===== config.mk =====
export PLATFORM = sky130hd
export DESIGN_NAME = dql_mul
export DESIGN_NICKNAME = d
export VERILOG_FILES = /design/src/hdl/dql_pkg.sv /design/src/hdl/dql_mul.sv
export SDC_FILE = /design/constraint.sdc
export NUM_CORES = 1
export LEC_CHECK = 0
export BUFFER_PORTS_ARGS = -buffer_cell sky130_fd_sc_hd__buf_2
export CORE_MARGIN = 8
export CORE_UTILIZATION = 35
export CTS_CLUSTER_DIAMETER = 150
export DETAILED_ROUTE_END_ITERATION = 10
export PLACE_DENSITY_LB_ADDON = 0.15
export RECOVER_POWER = 25
export SLEW_MARGIN = 20
export SYNTH_ARGS = -nofsm -noshare
export SYNTH_HDL_FRONTEND = slang
export SYNTH_SLANG_ARGS = --single-unit

===== constraint.sdc =====
create_clock -name clock -period 10.6 [get_ports clock]
set_clock_uncertainty 0.15 [all_clocks]
set_input_delay 2.65 -clock clock [delete_from_list [all_inputs] [get_ports clock]]
set_output_delay 2.65 -clock clock [all_outputs]
set_load 0.01 [all_outputs]

===== src/hdl/dql_pkg.sv =====
// Shared types, constants and fixed-point helpers for the double Q-learning engine.
package dql_pkg;

   localparam int Q_W        = 32;
   localparam int TD_W       = 34;
   localparam int PROD_W     = 51;
   localparam int SAT_W      = 36;
   localparam int CSR_IDX_W  = 8;
   localparam int CSR_DATA_W = 16;

   localparam logic [CSR_IDX_W-1:0]  CSR_LEARN_RATE   = 8'd0;
   localparam logic [CSR_IDX_W-1:0]  CSR_DISCOUNT     = 8'd1;
   localparam logic [CSR_DATA_W-1:0] LEARN_RATE_RESET = 16'd6554;
   localparam logic [CSR_DATA_W-1:0] DISCOUNT_RESET   = 16'd58982;

   typedef enum logic [3:0] {
      ST_CLEAR,
      ST_IDLE,
      ST_SCAN1,
      ST_READ,
      ST_LOAD,
      ST_MUL1,
      ST_TD,
      ST_MUL2,
      ST_STEP,
      ST_SUM,
      ST_SCAN2,
      ST_DONE
   } state_type;

   typedef struct packed {
      logic first;
      logic valid;
   } scan_ctl_type;

   typedef struct packed {
      logic signed [Q_W-1:0] value;
      logic                  clip;
   } sat_type;

   // Rounds a Q.32 value to Q.16: add one half, then floor.
   function automatic logic signed [TD_W-1:0] rnd16(input logic signed [PROD_W-1:0] x);
      logic signed [PROD_W-1:0] t;
      t = x + $signed(PROD_W'(32768));
      return t[TD_W+15:16];
   endfunction

   // Clips a wide signed value to the 32-bit range.
   function automatic sat_type sat32(input logic signed [SAT_W-1:0] x);
      sat_type r;
      if (x[SAT_W-1:Q_W-1] != {(SAT_W-Q_W+1){1'b0}} &&
          x[SAT_W-1:Q_W-1] != {(SAT_W-Q_W+1){1'b1}}) begin
         r.clip  = 1'b1;
         r.value = x[SAT_W-1] ? 32'sh8000_0000 : 32'sh7FFF_FFFF;
      end else begin
         r.clip  = 1'b0;
         r.value = x[Q_W-1:0];
      end
      return r;
   endfunction

endpackage


===== src/hdl/dql_mul.sv =====
// Shared registered multiplier: unsigned Q0.16 factor times a signed operand.
module dql_mul (
   input  logic                                 clock,
   input  logic [15:0]                          op_a,
   input  logic signed [dql_pkg::TD_W-1:0]      op_b,
   output logic signed [dql_pkg::PROD_W-1:0]    prod
);
   import dql_pkg::*;

   logic signed [PROD_W-1:0] prod_ff, prod_in;

   assign prod_in = $signed({1'b0, op_a}) * op_b;

   always_ff @(posedge clock) begin
      prod_ff <= prod_in;
   end

   assign prod = prod_ff;

endmodule


==> summary.txt, run 1 <==
GRT Resource Usage Total -> 17.7%
GRT overflow -> 0
# nets final -> 2,961
RePlAce Congestion -> 0.821
Setup TNS Final -> 0 ns
Sequential area share after synthesis -> 5.06%
Min-Delay Path Class -> in -> reg
Ys async rst share -> 0%
Crit-path max cell delay -> 1.51 ns
Drt total wl -> 55.1 mm
Die span in y -> 256 um
Final setup viols -> 0
Leading area contributor after synthesis -> fa_1
Number of flip-flops in the largest register -> 51
Gates resized, CTS repair -> 0
Period Utilization, post-route -> 91.1%
Unique masters post-synth -> 59
Max FO, Critical Path -> 34
Syn Inst Count -> 2,261
DRC errors left -> 0
Max-slew violation count -> 35
Worst Setup Start Kind -> input pin
Final min period -> 9.66 ns
Core Region -> 57,400 um2
Placed cell areas -> 21,300 um2
RSZ-0062 raised after global routing -> no
CTS HTree Levels -> 2
Port bufs -> 101
Failing checks -> capacitance limit, slew limit
CTS sink cnt -> 51
Mapped Nets -> 2,950
Clk root buf -> clkbuf_16
Non-Filler Instances -> 3,043
Status -> finished, violations left
Count of warnings emitted by yosys -> 0
DRT Pass-1 Iters -> 6
Share of layout cells above drive strength 1 -> 4.75%
Hold Fails Final Rpt -> 0
Main synth FF type -> dfxtp_1
Critical-path top delay cell -> clkbuf_1
Top Family by Delay on Critical Path -> adder cells
Placed Instances -> 3,030
Via count -> 14,500
Top post-synthesis cells by area -> fa_1 51%, inv_1 11%, ha_1 7.5%
Initial antenna violation count -> 5
Cts bufs inserted -> 5
Post-DR wirelength/cell -> 18.1 um
Area share of the largest cell type after synthesis -> 51.3%
Seq. cell area -> 1020 um2
Worst-case clock buffer depth -> 2
Die area -> 65,600 um2
Most used cell, CP -> fa_1
Max capacitance violation total -> 1
CTS Hold Bufs -> 0
Antenna-violating nets left -> 0
Die Width -> 256 um
Crit. End Element -> flop
# IOs -> 102
CTS tree -> yes
Critical path type -> in -> reg
First-pass GRT wire length -> 92.2 mm
DP HPWL -> 45.9 mm
CTS clk-pin slew, worst paths -> 0.08 ns
Max Clock Freq -> 0.104 GHz
Mapped cell area -> 20,200 um2
Count leader, synth -> inv_1
Number of global-route vias before repair -> 16,600
Worst slew margin -> -44.9%
Vias per std cell -> 4.76
Number of cell rows -> 88
Fillers -> 5,953
CP Buf/Inv Count -> 4
Mean Syn Cell Area -> 8.93 um2
Starting DRT DRC Count -> 561
Yosys reg bits -> 51
Worst EP required -> 10.68 ns
Worst path cell trace -> clkbuf_1 > nand2_1 > fa_1 > inv_1 > fa_1 > fa_1 > inv_1 > fa_1 > inv_1 > ha_1 > a21oi_1 > o21ai_0 > a21o_1 > a21oi_1 > o21a_1 > mux2_2 > a311oi_1
Number of flops mapped to enable cells by yosys -> 0
Area growth, synth to finish -> 6.10%
Post-route cell area -> 21,400 um2
Area of the multi-input gates -> 16,600 um2
Initial Util -> 35.2%
WP data arrival -> 9.74 ns
Worst-margin pin slew -> 2.17 ns
Largest net degree at the start of global routing -> 35
Synth top cells by count -> 581 x inv_1, 517 x fa_1, 384 x nand2_1, 196 x and2_1, 121 x ha_1
Postcts setup bufs -> 0
## cell type report
cell class                      count  share of cell area [%]
Multi-Input combinational cell   1526                    77.4
Antenna cell                        5                  0.0584
Timing Repair Buffer              107                    2.43
Clock inverter                      1                  0.0409
Tap cell                          765                    4.47
Clock buffer                        7                   0.666
Sequential cell                    51                    4.77
Inverter                          581                    10.2
## path summary, 6_finish.rpt
| check | start | cells past startpoint | slack, ns | end |
|---|---|---|---|---|
| hold / removal | op_b[0] | 2 | 2.60 | prod[0]$_DFF_P_ |
| setup / recovery | op_a[0] | 17 | 0.94 | prod[47]$_DFF_P_ |
## through the flow
step | utilization (%) | worst slack [ns] | hold WS (ns)
finish | 37.3 | 0.944 | 2.60
global route | 37.3 | 0.491 | 2.60
CTS | 37.4 | 1.09 | 2.59
detailed placement | 37.1 | 0.722 | 2.90
global placement | 37.1 | 0.780 | 2.90
floorplan | - | 2.16 | 2.62
## metal layers
metal | GRT usage [%] | up-vias | part of all wire [%]
li1 | - | 6564 | -
met1 | 23.1 | 7567 | 44
met2 | 30.6 | 299 | 50
met3 | 2.83 | 63 | 4.5
met4 | 3.90 | 2 | 1.8
met5 | 0 | - | 0.024
## cell families (layout without fill, tap and decap cells)
group / Yosys count / after routing / share of synthesized area, %
simple gates: 674 / 674 / 15.6
buf+inv: 684 / 696 / 12.8
compound gates: 164 / 164 / 5.50
fa+ha+maj: 638 / 638 / 58.8
other cells: 0 / 5 / 0
mux: 3 / 3 / 0.155
flops: 51 / 51 / 5.06
xor+xnor: 47 / 47 / 2.04
## cells in the final DEF, fill, tap and decap left out, types with 4 or more instances in the layout
master	Yosys	final
and3_1	4	4
nor3_1	10	10
o21a_1	5	5
o211ai_1	4	4
clkbuf_1	97	26
o21ai_1	10	10
xnor2_1	35	35
a31oi_1	7	7
fa_1	517	517
diode_2	0	5
nand2b_1	6	6
xor2_1	12	12
nand3_1	11	11
clkbuf_16	0	5
dfxtp_1	51	51
nand2_1	384	384
nor2b_1	7	7
ha_1	121	121
buf_4	1	6
buf_2	3	76
o21ai_0	19	19
o21bai_1	7	7
nand4_1	11	11
a21oi_1	54	54
inv_1	581	581
and2_1	196	196
a21o_1	23	23
nor2_1	34	34
Power of run 1 is not shown: default switching activity piles up to over one toggle a cycle in this logic, so the estimate is an artifact.
==> inputs of run 2 (changes only) <==
- RECOVER_POWER: 25 -> 100
==> run 2 against run 1 <==
  * The flow still finishes with violations (capacitance limit, slew limit)
  * Critical path depth up 3
  * Hold slack improved by 0.0034 ns
  * Count of clock-buffer cells in the layout stayed put
  * First-iteration DRC count shrank 3.6%
  * Sequential cell count did not move
  * Wire length down 0.22%
  * Final cell count unchanged
  * Cell area shrank 0.29%
  * Sequential share of layout area about the same
  * Die area unchanged
==> summary.txt, run 2 (synthesis gave the netlist of run 1 again) <==
Worst Setup Start Kind -> input pin
Period Utilization, post-route -> 92.0%
Most common cell after layout, fill and taps aside -> inv_1
CTS sink cnt -> 51
Most used cell, CP -> fa_1
CTS Hold Bufs -> 0
DRC errors left -> 0
DP HPWL -> 45.9 mm
Clk root buf -> clkbuf_16
RePlAce Congestion -> 0.821
Final setup viols -> 0
CP Buf/Inv Count -> 4
Max FO, Critical Path -> 34
Post-DR wirelength/cell -> 18.1 um
Drt total wl -> 55.0 mm
Fillers -> 5,971
First-pass GRT wire length -> 92.2 mm
Starting DRT DRC Count -> 541
Share of layout cells above drive strength 1 -> 3.30%
Worst setup margin -> 0.847 ns
# IOs -> 102
Commonest cells after routing, fill and taps aside -> 581 x inv_1, 517 x fa_1, 384 x nand2_1, 193 x and2_1, 121 x ha_1
Setup TNS Final -> 0 ns
Worst slack at placement -> 0.722 ns
Worst-margin pin slew -> 2.18 ns
Max capacitance violation total -> 1
Die Width -> 256 um
Crit-path max cell delay -> 0.68 ns
Non-Filler Instances -> 3,043
Via count -> 14,500
Number of global-route vias before repair -> 16,600
Post-route cell area -> 21,300 um2
Max-slew violation count -> 36
Gates resized, CTS repair -> 0
Placed cell areas -> 21,300 um2
WP data arrival -> 9.82 ns
Worst slew margin -> -45.3%
Antenna-violating nets left -> 0
Cts bufs inserted -> 5
Number of flip-flops in the largest register -> 51
Postcts setup bufs -> 0
Final min period -> 9.75 ns
Max Clock Freq -> 0.103 GHz
Vias per std cell -> 4.77
Failing checks -> capacitance limit, slew limit
# nets final -> 2,961
RSZ-0062 raised after global routing -> no
Worst path cell trace -> buf_2 > nand2_1 > fa_1 > fa_1 > fa_1 > inv_1 > fa_1 > fa_1 > inv_1 > fa_1 > inv_1 > ha_1 > nand4_1 > nor4_1 > o211ai_1 > a31oi_1 > o21ai_0 > a21oi_1 > o21ai_0 > xnor2_1
GRT Resource Usage Total -> 17.7%
Worst EP required -> 10.67 ns
Placed Instances -> 3,030
Top Family by Delay on Critical Path -> adder cells
Hold Fails Final Rpt -> 0
Die span in y -> 256 um
CTS HTree Levels -> 2
Area growth, synth to finish -> 5.79%
Initial antenna violation count -> 5
Critical path type -> in -> reg
DRT Pass-1 Iters -> 5
Worst-case clock buffer depth -> 2
Largest net degree at the start of global routing -> 35
Critical-path top delay cell -> buf_2
Crit. End Element -> flop
Status -> finished, violations left
Initial Util -> 35.2%
Port bufs -> 101
GRT overflow -> 0
CTS clk-pin slew, worst paths -> 0.08 ns
Min-Delay Path Class -> in -> reg
Die area -> 65,600 um2
Core Region -> 57,400 um2
CTS tree -> yes
Number of cell rows -> 88
run 2: area by class of cell:
| type | count | area (um2) | share of cell area (%) |
|---|---|---|---|
| Clock buffer | 7 | 143 | 0.668 |
| Clock inverter | 1 | 8.76 | 0.0410 |
| Antenna cell | 5 | 12.5 | 0.0586 |
| Multi-Input combinational cell | 1526 | 16500 | 77.5 |
| Timing Repair Buffer | 107 | 485 | 2.27 |
| Tap cell | 765 | 957 | 4.48 |
| Inverter | 581 | 2180 | 10.2 |
| Sequential cell | 51 | 1020 | 4.78 |
run 2: through the flow:
stage | hold WS [ns] | utilization (%)
6_report | 2.60 | 37.2
5_1_grt | 2.60 | 37.2
2_1_floorplan | 2.62 | -
3_5_place_dp | 2.90 | 37.1
4_1_cts | 2.59 | 37.4
3_3_place_gp | 2.90 | 37.1
run 2: worst paths after layout:
path                    start          endpoint  slack [ns]  cells past startpoint
worst max-delay path  op_a[2]  prod[49]$_DFF_P_        0.85                     20
worst min-delay path  op_b[0]   prod[0]$_DFF_P_        2.60                      2
run 2: layer usage:
| layer | part of all wire (%) | up-vias | track usage, % |
|---|---|---|---|
| met5 | 0.024 | - | 0 |
| met4 | 1.9 | 2 | 3.90 |
| met3 | 4.9 | 65 | 2.83 |
| met2 | 49 | 306 | 30.6 |
| met1 | 44 | 7565 | 23.1 |
| li1 | - | 6565 | - |
Power of run 2 is left out for the same reason.
