==> config.mk <==
export PLATFORM = sky130hd
export DESIGN_NAME = dql_argmax
export DESIGN_NICKNAME = d
export VERILOG_FILES = /design/src/hdl/dql_pkg.sv /design/src/hdl/dql_argmax.sv
export SDC_FILE = /design/constraint.sdc
export NUM_CORES = 1
export LEC_CHECK = 0
export ABC_AREA = 1
export BUFFER_PORTS_ARGS = -buffer_cell sky130_fd_sc_hd__buf_2
export CAP_MARGIN = 10
export CORE_MARGIN = 2
export CORE_UTILIZATION = 50
export CTS_CLUSTER_DIAMETER = 40
export CTS_CLUSTER_SIZE = 28
export DETAILED_ROUTE_END_ITERATION = 7
export HOLD_SLACK_MARGIN = 0.08
export PLACE_DENSITY = 0.77
export SLEW_MARGIN = 40
export SYNTH_ARGS = -nofsm -noshare
export SYNTH_HDL_FRONTEND = slang
export SYNTH_SLANG_ARGS = --single-unit
==> constraint.sdc <==
create_clock -name clock -period 3.8 [get_ports clock]
set_clock_uncertainty 0.2 [all_clocks]
set_input_delay 0.38 -clock clock [delete_from_list [all_inputs] [get_ports clock]]
set_output_delay 0.38 -clock clock [all_outputs]
set_load 0.005 [all_outputs]
==> src/hdl/dql_pkg.sv <==
// Shared types, constants and fixed-point helpers for the double Q-learning engine.
package dql_pkg;

   localparam int Q_W        = 32;
   localparam int TD_W       = 34;
   localparam int PROD_W     = 51;
   localparam int SAT_W      = 36;
   localparam int CSR_IDX_W  = 8;
   localparam int CSR_DATA_W = 16;

   localparam logic [CSR_IDX_W-1:0]  CSR_LEARN_RATE   = 8'd0;
   localparam logic [CSR_IDX_W-1:0]  CSR_DISCOUNT     = 8'd1;
   localparam logic [CSR_DATA_W-1:0] LEARN_RATE_RESET = 16'd6554;
   localparam logic [CSR_DATA_W-1:0] DISCOUNT_RESET   = 16'd58982;

   typedef enum logic [3:0] {
      ST_CLEAR,
      ST_IDLE,
      ST_SCAN1,
      ST_READ,
      ST_LOAD,
      ST_MUL1,
      ST_TD,
      ST_MUL2,
      ST_STEP,
      ST_SUM,
      ST_SCAN2,
      ST_DONE
   } state_type;

   typedef struct packed {
      logic first;
      logic valid;
   } scan_ctl_type;

   typedef struct packed {
      logic signed [Q_W-1:0] value;
      logic                  clip;
   } sat_type;

   // Rounds a Q.32 value to Q.16: add one half, then floor.
   function automatic logic signed [TD_W-1:0] rnd16(input logic signed [PROD_W-1:0] x);
      logic signed [PROD_W-1:0] t;
      t = x + $signed(PROD_W'(32768));
      return t[TD_W+15:16];
   endfunction

   // Clips a wide signed value to the 32-bit range.
   function automatic sat_type sat32(input logic signed [SAT_W-1:0] x);
      sat_type r;
      if (x[SAT_W-1:Q_W-1] != {(SAT_W-Q_W+1){1'b0}} &&
          x[SAT_W-1:Q_W-1] != {(SAT_W-Q_W+1){1'b1}}) begin
         r.clip  = 1'b1;
         r.value = x[SAT_W-1] ? 32'sh8000_0000 : 32'sh7FFF_FFFF;
      end else begin
         r.clip  = 1'b0;
         r.value = x[Q_W-1:0];
      end
      return r;
   endfunction

endpackage

==> src/hdl/dql_argmax.sv <==
// Running argmax over one table row, fed one entry per cycle; lowest index wins ties.
module dql_argmax #(
   parameter int AW = 3
) (
   input  logic                  clock,
   input  dql_pkg::scan_ctl_type ctl,
   input  logic [AW-1:0]         idx,
   input  logic signed [31:0]    value,
   output logic [AW-1:0]         best
);
   import dql_pkg::*;

   logic signed [31:0] best_val_ff, best_val_in;
   logic [AW-1:0]      best_idx_ff, best_idx_in;

   always_comb begin
      best_val_in = best_val_ff;
      best_idx_in = best_idx_ff;
      if (ctl.valid && (ctl.first || value > best_val_ff)) begin
         best_val_in = value;
         best_idx_in = idx;
      end
   end

   always_ff @(posedge clock) begin
      best_val_ff <= best_val_in;
      best_idx_ff <= best_idx_in;
   end

   assign best = best_idx_ff;

endmodule

==> results.sh, run 1 <==
export IMPL_dp_hpwl_mm=2.47
export IMPL_finalWirelength_mm=2.99
export IMPL_slew_viol_final=0
export IMPL_hold_viol=0
export IMPL_gp_congestion=0.699
export IMPL_start_util_pct=52.8
export IMPL_yosys_mux_area_fraction_pct=0
export IMPL_worstPathRequired_ps=3580
export IMPL_grt_ovfl_total=0
export IMPL_rr_worst_depth=12
export IMPL_drt_first_pass_iters=4
export IMPL_synthAdderAreaFrac_pct=20.4
export IMPL_drive_gt1_share_pct=23.9
export IMPL_fin_crit_sh_pct=74.0
export IMPL_irDropWorstVdd_mv=0.227
export IMPL_n_fill_cell=305
export IMPL_worstSkewPairLatency_ps=280
export IMPL_syn_inst=183
export IMPL_die_area_um2=4440
export IMPL_crit_path_start_kind="primary input"
export IMPL_synth_distinct_cells=17
export IMPL_arrival_ps=2600
export IMPL_p_switching_mw=0.207
export IMPL_hold_class="in -> reg"
export IMPL_yosys_area_share_simple_pct=12.3
export IMPL_dpl_cell_area_um2=2250
export IMPL_grt_pass1_vias=1293
export IMPL_seq_power_share_pct=54.5
export IMPL_most_common_layout_cells="inv_1 (41), buf_2 (40), nand2_1 (36)"
export IMPL_power_density_nw_per_um2=363
export IMPL_yosys_warnings=0
export IMPL_path_clk_slew_ps=60
export IMPL_grt_setup_unrepaired="no"
export IMPL_multi_input_area_um2=759
export IMPL_stdcell_area_um2=2360
export IMPL_cts_path_max_buffers=2
export IMPL_grt_pass1_wl_mm=5.16
export IMPL_area_growth_pct=20.4
export IMPL_tritoncts="done"
export IMPL_antennaDiodeCount=0
export IMPL_cts_root_buf="clkbuf_8"
export IMPL_ctsResizeCount=0
export IMPL_nets=305
export IMPL_slew_headroom_pct=69.2
export IMPL_leakage_nw=1.18
export IMPL_p_int_mw=0.651
export IMPL_grtUsageTotal_pct=15.8
export IMPL_pwr_share_clk_pct=27.5
export IMPL_die_w_um=66.6
export IMPL_period_needed_ps=2810
export IMPL_crit_path_end_kind="register"
export IMPL_ios=41
export IMPL_num_vias=1324
export IMPL_antenna_found_initial=0
export IMPL_report_final_setup_viol=0
export IMPL_netlist_area_um2=1960
export IMPL_num_rows=22
export IMPL_io_buffer_count=40
export IMPL_regArea_um2=1050
export IMPL_clock_fmax_mhz=355
export IMPL_outcome="finished clean"
export IMPL_syn_avg_cell_area_um2=10.7
export IMPL_synth_compound_area_share_pct=5.68
export IMPL_drt_initial_drc_count=39
export IMPL_synth_top_family_by_area="adder cells"
export IMPL_ys_seq_elements=35
export IMPL_core_area_um2=3720
export IMPL_mostFrequentLayoutCell="inv_1"
export IMPL_tightest_slew_ps=460
export IMPL_r2r_slack_ps=1210
export IMPL_route_detailed_drc=0
export IMPL_swShare_pct=24.2
export IMPL_synth_fp_nets=253
export IMPL_worstPathMaxFanout=23
export IMPL_die_h_um=66.6
export IMPL_routedWlPerCell_um=10.6
export IMPL_maxCapViolations=0
export IMPL_via_per_inst=4.70
export IMPL_min_path_cells=1
export IMPL_cts_sinks=35
export IMPL_ant_nets=0
export IMPL_cts_htree_levels=2
export IMPL_grt_max_degree=24
export IMPL_combPwrFrac_pct=17.9
export IMPL_critPathKind="in -> reg"
export IMPL_synth_xor_area_share_pct=0
export IMPL_cts_buffers=5
export IMPL_synth_seq_area_share_pct=53.6
export IMPL_totalNegativeSetupSlack_ps=0
[layer usage]
layer | vias up | part of all wire [%] | GRT usage [%]
met2 | 31 | 48 | 27.9
met1 | 584 | 44 | 17.5
met4 | 0 | 1.5 | 5.36
met5 | - | 0 | 0
li1 | 704 | - | -
met3 | 5 | 6.4 | 5.74
[power groups by stage]
stage / Sequential [mW] / Combinational, mW / Clock [mW]
6_report: 0.468 / 0.154 / 0.236
2_1_floorplan: 0.476 / 0.0965 / 0
4_1_cts: 0.468 / 0.158 / 0.247
3_3_place_gp: 0.475 / 0.148 / 0
5_1_grt: 0.470 / 0.182 / 0.262
3_5_place_dp: 0.476 / 0.153 / 0
[registers in the layout, indices dropped and copies added, names as in the netlist]
register and count:
best 3, best_val_ff 32
[what timing repair did]
action                                 4_1_cts  5_1_grt
endpoints found under the hold margin        4        0
setup buffers                                0        0
hold buffers                                 4        0
[worst paths after layout]
path | end | from
max | best_val_ff[27] | value[0]
min | best_val_ff[17] | value[17]
max reg2reg | best_val_ff[27] | best_val_ff[21]
min reg2reg | best_val_ff[13] | best_val_ff[0]
[Yosys cell counts, drive strengths merged]
cell    count  area share, %
a21oi      14            4.3
nand4       3           0.96
inv        42            8.0
edfxtp     35             54
a21o        1           0.38
nor2       11            2.5
o21a        1           0.45
o21ai       2           0.51
nand3       3           0.77
nand2      38            7.5
ha         32             20
nor3        1           0.51
[stage by stage]
stage          util, %  hold WS (ps)  std cells  power, mW  worst slack (ps)
3_5_place_dp      60.5           365        272      0.630              1040
6_report          63.5          93.0        282      0.858               987
4_1_cts           63.5          81.2        282      0.873               980
2_1_floorplan        -           279        183      0.572               792
3_3_place_gp      60.5           363        272      0.623              1070
5_1_grt           63.5          82.8        282      0.914               768
[worst max-delay path, cell delays in order]
cell           delay (ps)
dlygate4sd3_1         520
buf_2                 110
inv_1                  40
ha_1                  180
inv_1                  50
nand2_1                40
nand2_1                50
nand2_1                40
nand2_1                50
nand2_1                40
nand2_1                70
nand2_1                60
nand2_2                50
nand2_1                50
nand2_1                60
nand2_1                40
nand2_1                50
nand2_1                70
a21oi_4               400
buf_12                240
[logic make-up after synthesis]
kind of cell    after synthesis
simple gates                 56
buf+inv                      42
flops                        35
fa+ha+maj                    32
compound gates               18
[area by class of cell]
class | instances | share of cell area [%]
sequential | 35 | 44.5
inverter | 42 | 6.68
tap | 48 | 2.54
clock buffer | 6 | 3.07
multi-input combinational | 106 | 32.2
timing repair buffer | 45 | 11.0
No activity file was read; power rests on OpenSTA's default activity.
==> run 2, diff against run 1 <==
==> constraint.sdc (replaced) <==
create_clock -name clock -period 2.7 [get_ports clock]
set_clock_uncertainty 0.2 [all_clocks]
set_input_delay 0.27 -clock clock [delete_from_list [all_inputs] [get_ports clock]]
set_output_delay 0.27 -clock clock [all_outputs]
set_load 0.005 [all_outputs]
==> results.sh, run 2 (synthesis results as in run 1) <==
export IMPL_worstPathMaxFanout=7
export IMPL_cts_path_max_buffers=2
export IMPL_antennaDiodeCount=0
export IMPL_power_density_nw_per_um2=454
export IMPL_nets=322
export IMPL_grtUsageTotal_pct=17.5
export IMPL_slew_viol_final=0
export IMPL_leakage_nw=1.33
export IMPL_failed_checks="negative setup slack"
export IMPL_gp_congestion=0.729
export IMPL_outcome="complete, but fails checks"
export IMPL_grt_pass1_wl_mm=5.78
export IMPL_maxCapViolations=0
export IMPL_ios=41
export IMPL_via_per_inst=5.13
export IMPL_clock_fmax_mhz=367
export IMPL_tightest_slew_ps=265
export IMPL_dp_hpwl_mm=2.46
export IMPL_max_stage_delay_ps=600
export IMPL_period_needed_ps=2730
export IMPL_worstPathRequired_ps=2500
export IMPL_grt_ovfl_total=0
export IMPL_slew_headroom_pct=82.3
export IMPL_crit_path_end_kind="register"
export IMPL_drt_first_pass_iters=4
export IMPL_tritoncts="done"
export IMPL_core_area_um2=3720
export IMPL_io_buffer_count=40
export IMPL_die_w_um=66.6
export IMPL_area_growth_pct=53.3
export IMPL_crit_family="simple AND/OR/NAND/NOR gates"
export IMPL_start_util_pct=52.8
export IMPL_path_cells="dlygate4sd3_1 -> ha_4 -> nand2_2 -> nor2_4 -> nand4_1 -> nor2_4 -> nand2_2 -> nand2_1 -> nand2_1 -> nand2_1 -> nand2_2 -> a21oi_4 -> clkbuf_16"
export IMPL_pre_cts_ws_ps=331
export IMPL_worst_slack_ps=-28.4
export IMPL_die_h_um=66.6
export IMPL_most_common_layout_cells="inv_1 (40), edfxtp_1 (35), dlygate4sd3_1 (31)"
export IMPL_mostFrequentLayoutCell="inv_1"
export IMPL_cts_root_buf="clkbuf_8"
export IMPL_grt_pass1_vias=1444
export IMPL_routedWlPerCell_um=15.6
export IMPL_slowest_stage="dlygate4sd3_1"
export IMPL_drt_initial_drc_count=119
export IMPL_hold_class="in -> reg"
export IMPL_irDropWorstVdd_mv=0.318
export IMPL_n_fill_cell=200
export IMPL_num_vias=1534
export IMPL_num_rows=22
export IMPL_drive_gt1_share_pct=32.3
export IMPL_fin_crit_sh_pct=101
export IMPL_critical_path_buf_inv_count=2
export IMPL_critPathKind="in -> reg"
export IMPL_cts_htree_levels=2
export IMPL_largest_reg_flops=32
export IMPL_cts_buffers=5
export IMPL_cts_sinks=35
export IMPL_antenna_found_initial=0
export IMPL_report_final_setup_viol=29
export IMPL_largest_register="best_val_ff"
export IMPL_crit_path_start_kind="primary input"
export IMPL_holdWs_ps=147
export IMPL_finalWirelength_mm=4.67
export IMPL_worstSkewPairLatency_ps=290
export IMPL_die_area_um2=4440
export IMPL_grt_max_degree=28
export IMPL_ant_nets=0
export IMPL_path_clk_slew_ps=70
export IMPL_arrival_ps=2530
export IMPL_hold_viol=0
export IMPL_route_detailed_drc=0
## run 2: cell types whose count changed in the layout (fill, tap and decap cells not counted), sizes merged
cell          previous run  this run
buf                     41        26
clkbuf                   6         7
dlymetal6s4s             0         4
dlygate4sd3              4        31
## run 2: routing by layer
metal  GRT usage (%)  routed length [um]  vias to the layer above
met5               0                   0                        -
met4            7.40                 111                        0
met3            4.22                 217                       13
met2            29.3                2470                       56
met1            21.4                1870                      723
li1                -                   -                      742
## run 2: layout make-up
class | count | area (um2) | area share [%]
inverters | 42 | 158 | 5.25
flip-flops and latches | 35 | 1050 | 35.0
repair buffers | 62 | 548 | 18.2
clock buffers | 6 | 72.6 | 2.41
well taps | 48 | 60.1 | 2.00
multi-input cells | 106 | 1120 | 37.1
## run 2: path summary, 6_finish.rpt
| kind | slack (ps) | from | cells past startpoint | endpoint |
|---|---|---|---|---|
| setup / recovery | -30 | value[21] | 13 | best_val_ff[22] |
| hold / removal | 150 | value[8] | 1 | best_val_ff[8] |
| setup reg to reg | 140 | best_val_ff[11] | 13 | best_val_ff[22] |
| hold reg to reg | 1000 | best_val_ff[0] | 7 | best_val_ff[17] |
## run 2: power breakdown
part           internal [mW]  switching [mW]  total, mW
Clock                  0.172           0.174      0.346
Combinational          0.178           0.182      0.361
Sequential             0.649         0.00989      0.659
Total                  0.999           0.366       1.37
## run 2: repair_timing
action                                  in CTS  in global routing
endpoints found under the setup margin       0                 35
setup buffers                                0                  2
hold buffers                                35                  0
endpoints found under the hold margin       35                  0
gates resized for setup                      0                 49
## run 2: through the flow
stage                     TNS [ps]  utilization [%]  instances  cell area (um2)  total power [mW]
final                         -348             80.9        299             3010              1.37
after global routing         -3910             80.9        299             3010              1.43
after CTS                        0             72.1        314             2680              1.27
after detailed placement         0             60.7        273             2260             0.889
after global placement           0             60.7        273             2260             0.878
after floorplan                  0                -        183             1970             0.808
